<file path="src/hnfp_pkg.sv">
// Shared constants for the HEVC NAL fragmentation-unit packetiser.
// No dependencies; imported by hevc_nal_fu_packetizer.
package hnfp_pkg;

  localparam int unsigned LEN_W        = 16;
  localparam int unsigned CNT_W        = 3;
  localparam int unsigned QDEPTH       = 4;

  localparam logic [LEN_W-1:0] MAXP_RESET = 16'd1400;
  localparam logic [LEN_W-1:0] MAXP_MIN   = 16'd4;
  localparam logic [LEN_W-1:0] HDR_SIZE   = 16'd3;

  // FU payload header: type 49 shifted into the type field, then layer/TID byte
  localparam logic [7:0] FU_TYPE_BYTE = 8'(49 << 1);
  localparam logic [7:0] FU_TID_BYTE  = 8'd1;
  localparam logic [5:0] TYPE_MASK    = 6'h3F;
  localparam logic [7:0] S_BIT        = 8'(1 << 7);
  localparam logic [7:0] E_BIT        = 8'(1 << 6);

  localparam logic [CNT_W-1:0] CNT_NONE = 3'd0;
  localparam logic [CNT_W-1:0] CNT_ONE  = 3'd1;
  localparam logic [CNT_W-1:0] CNT_FU   = 3'd4;

endpackage

</file>
<file path="src/hevc_nal_fu_packetizer.sv">
// HEVC NAL unit to RTP payload packetiser with fragmentation units.
// Depends on hnfp_pkg for header constants and widths.
//
// Usage
//   Input channel (in_*): one NAL byte per request, with the NAL's total
//   length and an end-of-frame flag held across all its bytes. The block
//   stalls the source with in_stall.
//   Result channel (out_*): one payload byte per request, with packet_end on
//   the last byte of each RTP payload and frame_marker with it on the frame's
//   last packet. The sink holds results back with out_stall.
//   Configuration: cfg_wr_en/cfg_wr_data write max_payload; write only idle.
// Flow
//   A request is decoded in the cycle it is taken; its bytes appear from the
//   next cycle, one per cycle unless out_stall holds them. Pass-through and
//   continuing fragment bytes run at one request per cycle when not stalled.
//   A fragment-opening request fills the four-entry queue with three FU
//   header bytes and its data byte; no request is taken until its last byte leaves.
// Reset
//   Synchronous, active low: queue empties, NAL tracking returns to the start
//   of a NAL, max_payload returns to 1400.
// Stall
//   While out_stall is high the head byte holds; a new request is taken only
//   when the queue is empty or its last byte leaves in the same cycle.
module hevc_nal_fu_packetizer
  import hnfp_pkg::*;
(
  input  logic             clk,
  input  logic             rst_n,
  // input channel
  input  logic             in_valid,
  output logic             in_stall,
  input  logic [7:0]       in_nal_byte,
  input  logic [LEN_W-1:0] in_nal_length,
  input  logic             in_end_of_frame,
  // result channel
  output logic             out_valid,
  input  logic             out_stall,
  output logic [7:0]       out_byte,
  output logic             out_packet_end,
  output logic             out_frame_marker,
  // configuration
  input  logic             cfg_wr_en,
  input  logic [LEN_W-1:0] cfg_wr_data
);

  // configuration and NAL tracking state
  logic [LEN_W-1:0] max_payload_r;
  logic [LEN_W-1:0] byte_pos_r, byte_pos_nxt;
  logic [LEN_W-1:0] frag_fill_r, frag_fill_nxt;
  logic             fragmenting_r, fragmenting_nxt;
  logic             first_frag_r, first_frag_nxt;
  logic [5:0]       unit_type_r, unit_type_nxt;

  // result queue: slot 0 is the head
  logic [7:0]       q_r [QDEPTH];
  logic [7:0]       q_nxt [QDEPTH];
  logic [CNT_W-1:0] cnt_r, cnt_nxt;
  logic             pend_r, pend_nxt;
  logic             mark_r, mark_nxt;

  // decode signals
  logic             in_take, out_take;
  logic [LEN_W-1:0] len_eff, maxp, room, fill_cur, fill_inc, remaining;
  logic             pos_zero, nal_end, frag_cur, first_cur, hdr_needed, pend_cur;
  logic [7:0]       fu_hdr;
  logic [CNT_W-1:0] emit_cnt;

  assign out_take  = out_valid && !out_stall;
  assign in_stall  = !((cnt_r == CNT_NONE) || ((cnt_r == CNT_ONE) && out_take));
  assign in_take   = in_valid && !in_stall;

  assign out_valid        = (cnt_r != CNT_NONE);
  assign out_byte         = q_r[0];
  assign out_packet_end   = pend_r && (cnt_r == CNT_ONE);
  assign out_frame_marker = mark_r && (cnt_r == CNT_ONE);

  // decode one NAL byte: mode, FU header and the bookkeeping for the next byte
  always_comb begin
    len_eff   = (in_nal_length == '0) ? {{(LEN_W-1){1'b0}}, 1'b1} : in_nal_length;
    maxp      = (max_payload_r < MAXP_MIN) ? MAXP_MIN : max_payload_r;
    room      = maxp - HDR_SIZE;
    pos_zero  = (byte_pos_r == '0);
    nal_end   = ({1'b0, byte_pos_r} + {{LEN_W{1'b0}}, 1'b1}) >= {1'b0, len_eff};
    frag_cur  = pos_zero ? (len_eff > maxp) : fragmenting_r;
    fill_cur  = pos_zero ? '0 : frag_fill_r;
    first_cur = pos_zero ? 1'b1 : first_frag_r;
    remaining = (len_eff > byte_pos_r) ? (len_eff - byte_pos_r)
                                       : {{(LEN_W-1){1'b0}}, 1'b1};
    hdr_needed = (fill_cur == '0);
    fill_inc   = fill_cur + {{(LEN_W-1){1'b0}}, 1'b1};
    pend_cur   = nal_end || (fill_inc >= room);

    fu_hdr = {2'b00, unit_type_r & TYPE_MASK};
    if (first_cur) begin
      fu_hdr = fu_hdr | S_BIT;
    end
    if (remaining <= room) begin
      fu_hdr = fu_hdr | E_BIT;
    end

    emit_cnt       = CNT_NONE;
    pend_nxt       = pend_r;
    mark_nxt       = mark_r;
    unit_type_nxt  = unit_type_r;
    frag_fill_nxt  = fill_cur;
    first_frag_nxt = first_cur;
    for (int i = 0; i < QDEPTH; i++) begin
      q_nxt[i] = q_r[i];
    end

    if (out_take) begin
      // advance the queue by one byte
      for (int i = 0; i < QDEPTH - 1; i++) begin
        q_nxt[i] = q_r[i+1];
      end
      q_nxt[QDEPTH-1] = q_r[QDEPTH-1];
    end

    if (in_take) begin
      if (!frag_cur) begin
        // pass through unchanged
        emit_cnt = CNT_ONE;
        q_nxt[0] = in_nal_byte;
        pend_nxt = nal_end;
        mark_nxt = nal_end && in_end_of_frame;
      end else if (pos_zero) begin
        // first header byte: keep the type, drop the byte
        unit_type_nxt = in_nal_byte[6:1] & TYPE_MASK;
      end else if (byte_pos_r != {{(LEN_W-1){1'b0}}, 1'b1}) begin
        if (hdr_needed) begin
          emit_cnt       = CNT_FU;
          q_nxt[0]       = FU_TYPE_BYTE;
          q_nxt[1]       = FU_TID_BYTE;
          q_nxt[2]       = fu_hdr;
          q_nxt[3]       = in_nal_byte;
          first_frag_nxt = 1'b0;
        end else begin
          emit_cnt = CNT_ONE;
          q_nxt[0] = in_nal_byte;
        end
        pend_nxt      = pend_cur;
        mark_nxt      = nal_end && in_end_of_frame;
        frag_fill_nxt = pend_cur ? '0 : fill_inc;
      end
      // second header byte in FU mode: drop
    end

    if (in_take) begin
      cnt_nxt = emit_cnt;
    end else if (out_take) begin
      cnt_nxt = cnt_r - CNT_ONE;
    end else begin
      cnt_nxt = cnt_r;
    end

    // NAL position tracking
    byte_pos_nxt    = byte_pos_r;
    fragmenting_nxt = fragmenting_r;
    if (in_take) begin
      if (nal_end) begin
        byte_pos_nxt    = '0;
        frag_fill_nxt   = '0;
        fragmenting_nxt = 1'b0;
        first_frag_nxt  = 1'b1;
      end else begin
        byte_pos_nxt    = byte_pos_r + {{(LEN_W-1){1'b0}}, 1'b1};
        fragmenting_nxt = frag_cur;
      end
    end else begin
      frag_fill_nxt  = frag_fill_r;
      first_frag_nxt = first_frag_r;
    end
  end

  always_ff @(posedge clk) begin
    if (!rst_n) begin
      max_payload_r <= MAXP_RESET;
      byte_pos_r    <= '0;
      frag_fill_r   <= '0;
      fragmenting_r <= 1'b0;
      first_frag_r  <= 1'b1;
      unit_type_r   <= '0;
      cnt_r         <= CNT_NONE;
      pend_r        <= 1'b0;
      mark_r        <= 1'b0;
    end else begin
      if (cfg_wr_en) begin
        max_payload_r <= cfg_wr_data;
      end
      byte_pos_r    <= byte_pos_nxt;
      frag_fill_r   <= frag_fill_nxt;
      fragmenting_r <= fragmenting_nxt;
      first_frag_r  <= first_frag_nxt;
      unit_type_r   <= unit_type_nxt;
      cnt_r         <= cnt_nxt;
      pend_r        <= pend_nxt;
      mark_r        <= mark_nxt;
    end
  end

  // payload bytes need no reset
  always_ff @(posedge clk) begin
    for (int i = 0; i < QDEPTH; i++) begin
      q_r[i] <= q_nxt[i];
    end
  end

endmodule

</file>
<file path="config.mk">
export PLATFORM = sky130hd
export DESIGN_NAME = hevc_nal_fu_packetizer
export DESIGN_NICKNAME = d
export VERILOG_FILES = /design/src/hnfp_pkg.sv /design/src/hevc_nal_fu_packetizer.sv
export SDC_FILE = /design/constraint.sdc
export NUM_CORES = 1
export LEC_CHECK = 0
export BUFFER_PORTS_ARGS = -buffer_cell sky130_fd_sc_hd__clkbuf_2
export CAP_MARGIN = 15
export CELL_PAD_IN_SITES_DETAIL_PLACEMENT = 0
export CELL_PAD_IN_SITES_GLOBAL_PLACEMENT = 1
export CORE_MARGIN = 2
export CORE_UTILIZATION = 30
export CTS_CLUSTER_SIZE = 25
export DETAILED_ROUTE_END_ITERATION = 16
export MAX_ROUTING_LAYER = met4
export PLACE_DENSITY_LB_ADDON = 0.2
export SYNTH_ARGS = -nofsm -noshare
export SYNTH_HDL_FRONTEND = slang
export SYNTH_SLANG_ARGS = --single-unit
</file>
<file path="constraint.sdc">
create_clock -name clk -period 6.19 [get_ports clk]
set_input_delay 0.9285 -clock clk [delete_from_list [all_inputs] [get_ports clk]]
set_output_delay 0.9285 -clock clk [all_outputs]
set_load 0.01 [all_outputs]
</file>
==> summary.md, run 1 <==
| Metric | Value |
|---|---|
| Status | `finished, final reports clean` |
| Clk sink count | `93` |
| Combinational family with the most area after synthesis | `simple AND/OR/NAND/NOR gates` |
| Seq/Total Area, Yosys | `27.2%` |
| TritonRoute pass-1 iters | `5` |
| Die ar. | `0.0250 mm²` |
| Hold path start | `first_frag_r` |
| Simple logic cell fraction of the synthesized area | `22.8%` |
| Vias per cell | `4.98` |
| Fin crit period | `4.98 ns` |
| Netlist cell types | `85` |
| Routed WL per cell | `16.8 µm` |
| Final Skew | `0.0109 ns` |
| Final Hold Viols | `0` |
| Post-synth EDFFs | `8` |
| Mux cell area share after synthesis | `2.96%` |
| Vias | `6,103` |
| MaxCap Viol Count | `0` |
| Drt drc | `0` |
| CTS hold repair buffers | `0` |
| Crit Path Max Fanout | `16` |
| Critical Path Start Type | `input pin` |
| VDD IR max | `0.108 mV` |
| Complex-gate fraction of the synthesized area | `18.2%` |
| Largest net degree at the start of global routing | `32` |
| Arr. time, crit path | `5.26 ns` |
| ANT cells | `0` |
| Grt ovf | `0` |
| Synthesized Nets | `1,009` |
| Root buf cell | `clkbuf_16` |
| Synth Instances | `875` |
| Post-Synth XOR/XNOR Area | `6.45%` |
| Boundary Pins | `58` |
| Max clock buf depth | `2` |
| Data required time of the critical path | `6.48 ns` |
| Nets@finish | `1,035` |
| Clk pin slew, worst setup/hold paths | `0.08 ns` |
| Core area | `0.0234 mm²` |
| # setup viols final | `0` |
| Yosys reg bits | `93` |
| Number of DRC markers in iteration 0 | `342` |
| Rel. slew slack | `52.1%` |
| Gpl congestion | `0.841` |
| Share of layout cells above drive strength 1 | `12.3%` |
| Initial Util | `30.5%` |
| RSZ-0062 raised after global routing | `false` |
| First-pass GRT wire length | `33,100 µm` |
| Final period utilization | `80.4%` |
| Reg2Reg Launch Point | `max_payload_r[8]` |
| Count of input and output buffers | `57` |
| Antenna viol nets, final | `0` |
| Reg-to-reg setup timing slack | `1.54 ns` |
| Min Hold Slack | `0.455 ns` |
| Share of flip-flops with an asynchronous set or reset | `0%` |
| Post-DP HPWL | `16,100 µm` |
| Post-synth top area share | `23.9%` |
| CTS tree | `built` |
| Detailed Route WL | `20,500 µm` |
| Worst setup EP type | `flip-flop` |
| Ys Warns | `0` |
| HP Class | `reg2reg` |
| Setup Fix Bufs, Post-CTS | `0` |
| Post-CTS Resized | `0` |
| P_leak | `3.43 nW` |
| Synth area leader | `dfxtp_1` |
| Total global-route track usage | `17.7%` |
| Critical path startpoint | `in_nal_length[2]` |
| Chip Height | `158 µm` |
| H-Tree Depth | `3` |
| Most used flip-flop cell after synthesis | `dfxtp_1` |
| Layout area overhead | `11.2%` |
| Worst skew pair latency | `0.35 ns` |
| Max Clk Rate | `0.201 GHz` |
| Vias in the first global route | `5,972` |
| Actual slew at the worst max-slew pin | `0.718 ns` |
| Top cells by area, synth | `dfxtp_1, ha_1, nand2_1` |
| Critical path class | `in2reg` |
| Die X | `158 µm` |
| Cts bufs inserted | `9` |
| DP Area | `0.00764 mm²` |
| Synth Area per Inst | `8.15 µm²` |
| Sum of negative setup slack | `0 ns` |
| Design area | `0.00793 mm²` |
| Initial antenna violation count | `0` |
| Power per Cell Area | `254 mW/mm²` |
| Fin. max-slew vios | `0` |
| Adder-cell share of the synthesized area | `15.5%` |
| Synth Cell Area | `0.00713 mm²` |
| Num rows | `56` |
-- cells by family (layout without fill, tap and decap cells) --
logic type / after synthesis / count (layout)
flip-flops: 93 / 93
buffers and inverters: 118 / 149
AO/OA/AOI/OAI: 189 / 189
AND/OR/NAND/NOR: 315 / 315
XOR/XNOR: 51 / 51
adder cells (fa/ha/maj): 88 / 88
multiplexers: 21 / 21
-- cells in the final DEF (no fill, tap or decap), types with 5 or more instances in the layout --
| cell type | synthesis | routed |
|---|---|---|
| and3_1 | 12 | 12 |
| inv_1 | 69 | 69 |
| and4_1 | 5 | 5 |
| clkbuf_2 | 0 | 57 |
| nand3_1 | 31 | 31 |
| nor2_1 | 78 | 78 |
| o21ai_0 | 23 | 23 |
| xnor2_1 | 35 | 35 |
| nand4_1 | 18 | 18 |
| nor4_1 | 12 | 12 |
| ha_1 | 87 | 87 |
| a211oi_1 | 11 | 11 |
| dfxtp_1 | 85 | 85 |
| clkbuf_16 | 0 | 9 |
| nand2b_1 | 8 | 8 |
| or2_2 | 6 | 6 |
| a21oi_1 | 52 | 51 |
| nor3_1 | 13 | 13 |
| a31oi_1 | 13 | 13 |
| a21o_1 | 8 | 8 |
| a22o_1 | 17 | 17 |
| nor2b_1 | 9 | 9 |
| mux2i_1 | 20 | 20 |
| o21a_1 | 5 | 5 |
| xor2_1 | 15 | 15 |
| nand2_1 | 90 | 90 |
| o2bb2ai_1 | 5 | 5 |
| o211ai_1 | 15 | 15 |
| edfxtp_1 | 8 | 8 |
| buf_4 | 1 | 5 |
-- critical path, stage by stage --
cell	delay, ns
clkbuf_2	0.19
nor4_1	0.45
a41o_1	0.29
inv_1	0.08
ha_1	0.20
fa_1	0.41
nor2b_1	0.17
o211ai_1	0.35
a211oi_1	0.21
o21ai_1	0.20
a221oi_1	0.10
a21o_2	0.30
nor3b_1	0.23
ha_1	0.28
a21o_1	0.18
a21o_1	0.16
a21oi_1	0.13
o21ai_0	0.10
nand3_1	0.09
nand3_1	0.08
o21ai_1	0.14
-- flip-flops by register name (all words and copies together), names as in the netlist --
name           cells
q_r               32
mark_r             1
max_payload_r     16
frag_fill_r       16
fragmenting_r      1
byte_pos_r        16
first_frag_r       1
pend_r             1
cnt_r              3
unit_type_r        6
-- layer usage --
layer	share of wire [%]	track usage (%)	vias to the layer above	wire [µm]
met5	0	-	-	0
met4	1.6	5.06	0	330
met3	2.6	2.41	14	538
met2	47	28.7	90	9680
met1	49	23.2	2832	9970
li1	-	-	3167	-
-- layout make-up --
cell class	instances	area, µm²
Fill cell	2535	15500
Multi-Input combinational cell	664	4710
Sequential cell	93	1940
Tap cell	319	399
Timing Repair Buffer	62	323
Inverter	71	267
Clock buffer	9	225
Clock inverter	7	72.6
-- report_power, final --
part | leakage [nW] | internal (W) | switching, W
registers | 0.770 | 0.000707 | 0.0000602
logic | 2.52 | 0.000257 | 0.000417
clock network | 0.144 | 0.000287 | 0.000284
-- Yosys cell counts (12+ instances only) --
cell type  count
a21oi_1       52
a22o_1        17
a31oi_1       13
and3_1        12
clkbuf_1      29
dfxtp_1       85
ha_1          87
inv_1         69
mux2i_1       20
nand2_1       90
nand3_1       31
nand4_1       18
nor2_1        78
nor3_1        13
nor4_1        12
o211ai_1      15
o21ai_0       23
xnor2_1       35
xor2_1        15
-- through the flow --
step	cells	total power (W)	util (%)	setup slack (ns)
after CTS	1225	0.00204	33.9	1.25
after global routing	1225	0.00216	33.9	0.781
after detailed placement	1209	0.00146	32.6	0.910
after floorplan	875	0.00126	-	1.54
final	1225	0.00201	33.9	1.21
after global placement	1209	0.00147	32.6	0.969
-- worst paths after layout --
check / end / depth (start not counted)
max: q_r[2][6] / 21
max reg2reg: frag_fill_r[4] / 16
min: first_frag_r / 2
min reg2reg: first_frag_r / 2
No activity file was read; power rests on OpenSTA's default activity.
==> run 2: changes to the inputs <==
- ABC_AREA: unset -> 1
- clock period: 6.19 -> 5.2 ns (I/O delays scaled with it)
==> summary.md, run 2 <==
| Metric | Value |
|---|---|
| Status | `finished, final reports clean` |
| CTS hold repair buffers | `0 (unchanged)` |
| Grt ovf | `0 (unchanged)` |
| Antenna viol nets, final | `0 (unchanged)` |
| Boundary Pins | `58 (unchanged)` |
| Post-synth top cells | `nand2_1, inv_1, a21oi_1, nor2_1, ha_1` |
| Cts bufs inserted | `9 (unchanged)` |
| Data required time of the critical path | `5.50 ns (-0.98 ns)` |
| Max Clk Rate | `0.225 GHz` |
| Crit Reg-Reg Endpoint | `frag_fill_r[15]` |
| Actual slew at the worst max-slew pin | `0.777 ns (+0.0595 ns)` |
| Crit Path Max Fanout | `15 (-1)` |
| Reg-to-reg setup timing slack | `0.76 ns (-0.78 ns)` |
| First-pass GRT wire length | `38,400 µm (+16%)` |
| Post-CTS Resized | `0 (unchanged)` |
| Filler cells | `2,881 (+14%)` |
| Seq/Total Area, Yosys | `24.7% (-2.5 points)` |
| Largest net degree at the start of global routing | `31 (-3.1%)` |
| Ys Warns | `0 (unchanged)` |
| Root buf cell | `clkbuf_16` |
| Total global-route track usage | `18.1% (+0.36 points)` |
| Power per Cell Area | `378 mW/mm² (+49%)` |
| Buf+Inv Stages, Crit Path | `3 (+1)` |
| Design area | `0.00868 mm² (+9.4%)` |
| Sequential cell area | `0.00194 mm² (unchanged)` |
| Final Skew | `0.0111 ns (+0.000196 ns)` |
| Core area | `0.0258 mm² (+10%)` |
| Slowest CP cell | `dfxtp_1` |
| H-Tree Depth | `3 (unchanged)` |
| Most used flip-flop cell after synthesis | `dfxtp_1` |
| Post-DP HPWL | `19,400 µm (+20%)` |
| Die X | `166 µm (+4.7%)` |
| Worst path max stage delay | `0.44 ns (about the same)` |
| Worst hold endpoint | `mark_r` |
| CP cell instances | `inv_1 > nor3_2 > nand3_1 > nor2_1 > inv_1 > nor2_2 > nand4_1 > nor2_1 > xor2_1 > ha_1 > nand3_1 > nor2_1 > nand3_1 > nor2_1 > nand2_1 > nand3_1 > nor2_1 > nand2_1 > nor2_4 > nand2_2 > buf_4 > a21oi_1 > nand2_1 > nand2_1` |
| Top cells by area, synth | `dfxtp_1, ha_1, nand2_1` |
| Initial Util | `30.4% (-0.12 points)` |
| Chip Height | `166 µm (+4.7%)` |
| Vias in the first global route | `7,038 (+18%)` |
| Synth Area per Inst | `6.69 µm² (-18%)` |
| Cell family with most CP delay | `simple AND/OR/NAND/NOR gates` |
| Sum of negative setup slack | `0 ns (unchanged)` |
| Yosys reg bits | `93 (unchanged)` |
| CTS tree | `built` |
| HP Class | `reg2reg` |
| R2r worst-path depth | `24 (+8)` |
| VDD IR max | `0.159 mV (+48%)` |
| Min Hold Slack | `0.457 ns (+0.00203 ns)` |
| Max reg flops | `32 (unchanged)` |
| Share of flip-flops with an asynchronous set or reset | `0% (unchanged)` |
| Netlist cell types | `52 (-39%)` |
| P_leak | `4.43 nW (+29%)` |
| Initial antenna violation count | `0 (unchanged)` |
| Synth Cell Area | `0.00785 mm² (+10%)` |
| Post-synth top area share | `21.7% (-2.2 points)` |
| Critical Path Start Type | `flip-flop` |
| Synthesized Nets | `1,306 (+29%)` |
| Top-count cell post-synth | `nand2_1` |
| Critical path class | `reg2reg` |
| Routed WL per cell | `15.6 µm (-6.8%)` |
| Final Hold Viols | `0 (unchanged)` |
| Final period utilization | `85.4%` |
| Gpl congestion | `0.844 (+0.37%)` |
| RSZ-0062 raised after global routing | `false` |
| Most common cell after layout, fill and taps aside | `nand2_1` |
| Vias | `7,338 (+20%)` |
| ANT cells | `0 (unchanged)` |
| Reg2Reg Launch Point | `byte_pos_r[0]` |
| Worst skew pair latency | `0.36 ns (about the same)` |
| Synth Instances | `1,172 (+34%)` |
| Clk sink count | `93 (unchanged)` |
| Arr. time, crit path | `4.74 ns (-0.52 ns)` |
| Number of DRC markers in iteration 0 | `374 (+9.4%)` |
| Setup Fix Bufs, Post-CTS | `0 (unchanged)` |
| Rel. slew slack | `48.1% (-4.0 points)` |
| Die ar. | `0.0275 mm² (+9.7%)` |
| Drt drc | `0 (unchanged)` |
| Fin crit period | `4.44 ns` |
| MaxCap Viol Count | `0 (unchanged)` |
| Num rows | `59 (+5.4%)` |
| Post-synth EDFFs | `8 (unchanged)` |
| Clk pin slew, worst setup/hold paths | `0.08 ns (about the same)` |
| Worst Hold Depth | `2 (unchanged)` |
| Highest-count cells in the layout ignoring fill and taps | `nand2_1, inv_1, a21oi_1, nor2_1, ha_1` |
| Vias per cell | `4.75 (-4.6%)` |
| Max clock buf depth | `2 (unchanged)` |
| Largest Register | `q_r` |
| Synth area leader | `dfxtp_1` |
| TritonRoute pass-1 iters | `5 (unchanged)` |
| Nets@finish | `1,338 (+29%)` |
| Cell mode on critical path | `nor2_1` |
| Hold path start | `mark_r` |
| Fin. max-slew vios | `0 (unchanged)` |
| DP Area | `0.00837 mm² (+9.7%)` |
| # setup viols final | `0 (unchanged)` |
| Share of layout cells above drive strength 1 | `12.8% (+0.57 points)` |
| Layout area overhead | `10.7%` |
| Detailed Route WL | `24,100 µm (+17%)` |
| Worst setup EP type | `flip-flop` |
| Multi-input logic area | `0.00501 mm² (+6.5%)` |
| Count of input and output buffers | `57 (unchanged)` |
run 2: cell count changes after synthesis, sizes merged, moves of 17 or more:
cell and change:
a21oi +48, xnor2 -25, o21ai +42, nor2 +30
mux2i -19, nand2 +213, inv +103, a22o -17
xor2 +17, nand3 +25
run 2: worst max-delay path by stage:
stage,start,endpoint,cells past startpoint
after detailed placement,in_nal_length[8],q_r[2][6],24
after CTS,byte_pos_r[0],frag_fill_r[15],24
after global placement,in_nal_length[8],q_r[2][6],24
after floorplan,in_nal_length[1],q_r[2][6],26
after global routing,byte_pos_r[0],frag_fill_r[14],24
final,byte_pos_r[0],frag_fill_r[15],24
run 2: final cells by class:
cell class	instances	share of cell area (%)
Multi-Input combinational cell	861	57.7
Inverter	175	7.65
Sequential cell	93	22.4
Clock buffer	9	2.59
Timing Repair Buffer	64	3.89
Clock inverter	7	0.965
Tap cell	335	4.83
run 2: cell families (layout without fill, tap and decap cells):
kind of cell               after synthesis  in the layout  synth area share (%)
buffers and inverters                  218            255                  11.4
DFF                                     93             93                  24.7
muxes                                    8              8                  1.13
and+or+nand+nor                        517            517                  28.8
xor gates and xnor gates                42             42                  4.69
adders and majority gates               88             88                  14.1
AOI/OAI and AO/OA                      206            206                  15.1
run 2: metrics by stage:
| step | power (W) | util (%) | worst slack, ns | cells |
|---|---|---|---|---|
| after global placement | 0.00257 | 32.4 | 0.677 | 1528 |
| after detailed placement | 0.00257 | 32.4 | 0.535 | 1528 |
| after CTS | 0.00332 | 33.6 | 0.771 | 1544 |
| final | 0.00328 | 33.6 | 0.757 | 1544 |
| after global routing | 0.00357 | 33.6 | 0.328 | 1544 |
| after floorplan | 0.00219 | - | 1.27 | 1172 |
run 2: per-layer routing:
metal / GRT usage [%] / share of wire [%] / up-vias
li1: - / - / 3867
met1: 23.1 / 48 / 3345
met2: 30.3 / 48 / 100
met3: 1.67 / 2.2 / 26
met4: 5.75 / 2.2 / 0
met5: - / 0 / -
run 2: where the power goes:
group | internal [W] | switching (W)
combinational | 0.000530 | 0.00100
clock | 0.000385 | 0.000352
sequential | 0.000907 | 0.000106
total | 0.00182 | 0.00146
run 2: worst min-delay path: stages (launching register included):
cell and delay, ns:
dfxtp_1 0.30, inv_1 0.06, a21oi_1 0.05
==> run 3: changes to the inputs <==
- HOLD_SLACK_MARGIN: unset -> 0.15
- clock period: 5.2 -> 5.6 ns (I/O delays scaled with it)
==> summary.md, run 3 (synthesis results as in run 2) <==
| Metric | Value |
|---|---|
| Status | `finished, final reports clean` |
| HP Class | `reg2reg` |
| Actual slew at the worst max-slew pin | `0.951 ns (+0.173 ns)` |
| Fin crit period | `4.29 ns` |
| Max clock buf depth | `2 (unchanged)` |
| Gpl congestion | `0.859 (+1.7%)` |
| Die X | `166 µm (unchanged)` |
| Critical Path Start Type | `input pin` |
| MaxCap Viol Count | `0 (unchanged)` |
| Initial antenna violation count | `0 (unchanged)` |
| Reg-to-reg setup timing slack | `1.33 ns (+0.57 ns)` |
| Boundary Pins | `58 (unchanged)` |
| Sequential cell area | `0.00194 mm² (unchanged)` |
| Min Hold Slack | `0.461 ns (+0.00328 ns)` |
| Post-DP HPWL | `19,500 µm (+0.90%)` |
| First-pass GRT wire length | `38,700 µm (+0.61%)` |
| CP cell instances | `clkbuf_2 > nor4_1 > a31oi_1 > ha_1 > fa_1 > inv_1 > a21oi_1 > o21ai_1 > nand3_1 > nand2_1 > nand2_1 > o211ai_1 > nand2_2 > nor3b_1 > ha_1 > nand2_1 > nor2_1 > a211oi_1 > o221ai_1 > nand2_1 > nand2_1 > nand2_1 > o21ai_1 > inv_1` |
| Critical path class | `in2reg` |
| Final period utilization | `76.6%` |
| Clock power frac | `21.7% (-0.8 points)` |
| M2 GR Usage | `30.8% (+0.58 points)` |
| Total global-route track usage | `18.3% (+0.16 points)` |
| Cts bufs inserted | `9 (unchanged)` |
| Detailed Route WL | `24,300 µm (+0.69%)` |
| Setup Fix Bufs, Post-CTS | `0 (unchanged)` |
| Grt ovf | `0 (unchanged)` |
| Post-CTS Resized | `0 (unchanged)` |
| Slowest CP cell | `nor4_1` |
| Routed WL per cell | `15.7 µm (+0.75%)` |
| Count of input and output buffers | `57 (unchanged)` |
| R2r worst-path depth | `29 (+21%)` |
| Multi-input logic area | `0.00501 mm² (unchanged)` |
| Rel. slew slack | `36.4% (-12 points)` |
| Sum of negative setup slack | `0 ns (unchanged)` |
| Clk pin slew, worst setup/hold paths | `0.09 ns (about the same)` |
| Root buf cell | `clkbuf_16` |
| Cell mode on critical path | `nand2_1` |
| VDD IR max | `0.230 mV (+44%)` |
| Largest net degree at the start of global routing | `45 (+45%)` |
| Filler cells | `2,926 (+1.6%)` |
| DP Area | `0.00837 mm² (about the same)` |
| Largest Register | `q_r` |
| Data required time of the critical path | `5.91 ns (+0.41 ns)` |
| Seq pwr share | `31.2% (+0.3 points)` |
| # setup viols final | `0 (unchanged)` |
| NetSw | `0.00136 W (-6.6%)` |
| M1 GR Usage | `23.4% (+0.26 points)` |
| Vias per cell | `4.72 (-0.78%)` |
| Core area | `0.0258 mm² (unchanged)` |
| Power per Cell Area | `348 mW/mm² (-7.9%)` |
| Max reg flops | `32 (unchanged)` |
| Crit Path Max Fanout | `16 (+1)` |
| Vias in the first global route | `7,093 (+0.78%)` |
| Drt drc | `0 (unchanged)` |
| Fin. max-slew vios | `0 (unchanged)` |
| Busiest metal layer after global routing | `met2` |
| Final Skew | `0.0138 ns (+0.00266 ns)` |
| Final Hold Viols | `0 (unchanged)` |
| Number of DRC markers in iteration 0 | `356 (-4.8%)` |
| Highest-count cells in the layout ignoring fill and taps | `nand2_1, inv_1, a21oi_1, nor2_1, ha_1` |
| Clk sink count | `93 (unchanged)` |
| Switching Fraction | `45.2% (+0.72 points)` |
| Chip Height | `166 µm (unchanged)` |
| Most common cell after layout, fill and taps aside | `nand2_1` |
| Worst skew pair latency | `0.36 ns (about the same)` |
| CTS hold repair buffers | `0 (unchanged)` |
| RSZ-0062 raised after global routing | `false` |
| Die ar. | `0.0275 mm² (unchanged)` |
| Share of layout cells above drive strength 1 | `12.7% (-0.072 points)` |
| Initial Util | `30.4% (unchanged)` |
| Worst setup EP type | `flip-flop` |
| CTS tree | `built` |
| TritonRoute pass-1 iters | `7 (+2)` |
| Worst path max stage delay | `0.44 ns (about the same)` |
| Layout area overhead | `10.5%` |
| Design area | `0.00867 mm² (-0.19%)` |
| Power share of the combinational group | `47.2% (+0.5 points)` |
| ANT cells | `0 (unchanged)` |
| Nets@finish | `1,337 (-0.075%)` |
| Max Clk Rate | `0.233 GHz` |
| H-Tree Depth | `3 (unchanged)` |
| GR met3 Demand/Resource | `2.01% (+0.33 points)` |
| Arr. time, crit path | `4.60 ns (-0.14 ns)` |
| Num rows | `59 (unchanged)` |
| Worst Hold Depth | `2 (unchanged)` |
| Antenna viol nets, final | `0 (unchanged)` |
| Power consumption | `0.00302 W (-8.1%)` |
| Fin util | `33.5% (-0.063 points)` |
| Pint | `0.00165 W (-9.2%)` |
| P_leak | `4.42 nW (-0.23%)` |
| Vias | `7,276 (-0.84%)` |
-- run 3: area by class of cell --
class / count / share of cell area (%)
tap: 335 / 4.84
sequential: 93 / 22.4
timing repair buffer: 63 / 3.81
inverter: 175 / 7.67
multi-input combinational: 861 / 57.8
clock inverter: 7 / 0.866
clock buffer: 9 / 2.60
-- run 3: path summary, 6_finish.rpt --
| kind | to | startpoint |
|---|---|---|
| worst max register to register | frag_fill_r[4] | byte_pos_r[0] |
| worst min-delay path | frag_fill_r[15] | frag_fill_r[15] |
| worst max-delay path | q_r[2][6] | in_nal_length[8] |
| worst min register to register | frag_fill_r[15] | frag_fill_r[15] |
-- run 3: metal layers --
metal / vias up / routed length (µm)
li1: 3853 / -
met1: 3312 / 11600
met2: 94 / 11600
met3: 17 / 601
met4: 0 / 423
met5: - / 0
-- run 3: metrics by stage --
step / worst slack (ns) / instances
final: 1.31 / 1543
after global routing: 0.740 / 1543
after CTS: 1.29 / 1543
after detailed placement: 0.957 / 1527
after floorplan: 1.61 / 1172
after global placement: 1.05 / 1527
-- run 3: power by group through the flow --
stage	Sequential, W	Clock [W]	Combinational [W]
CTS	0.000942	0.000671	0.00145
global route	0.000959	0.000690	0.00164
finish	0.000940	0.000653	0.00142
global placement	0.000954	0	0.00143
floorplan	0.000946	0	0.00109
detailed placement	0.000957	0	0.00144
-- run 3: critical path, delay by kind of cell --
| family | cells | cell delay, ns |
|---|---|---|
| compound gates | 7 | 1.01 |
| fa+ha+maj | 3 | 0.93 |
| buf+inv | 3 | 0.27 |
| simple gates | 11 | 1.56 |
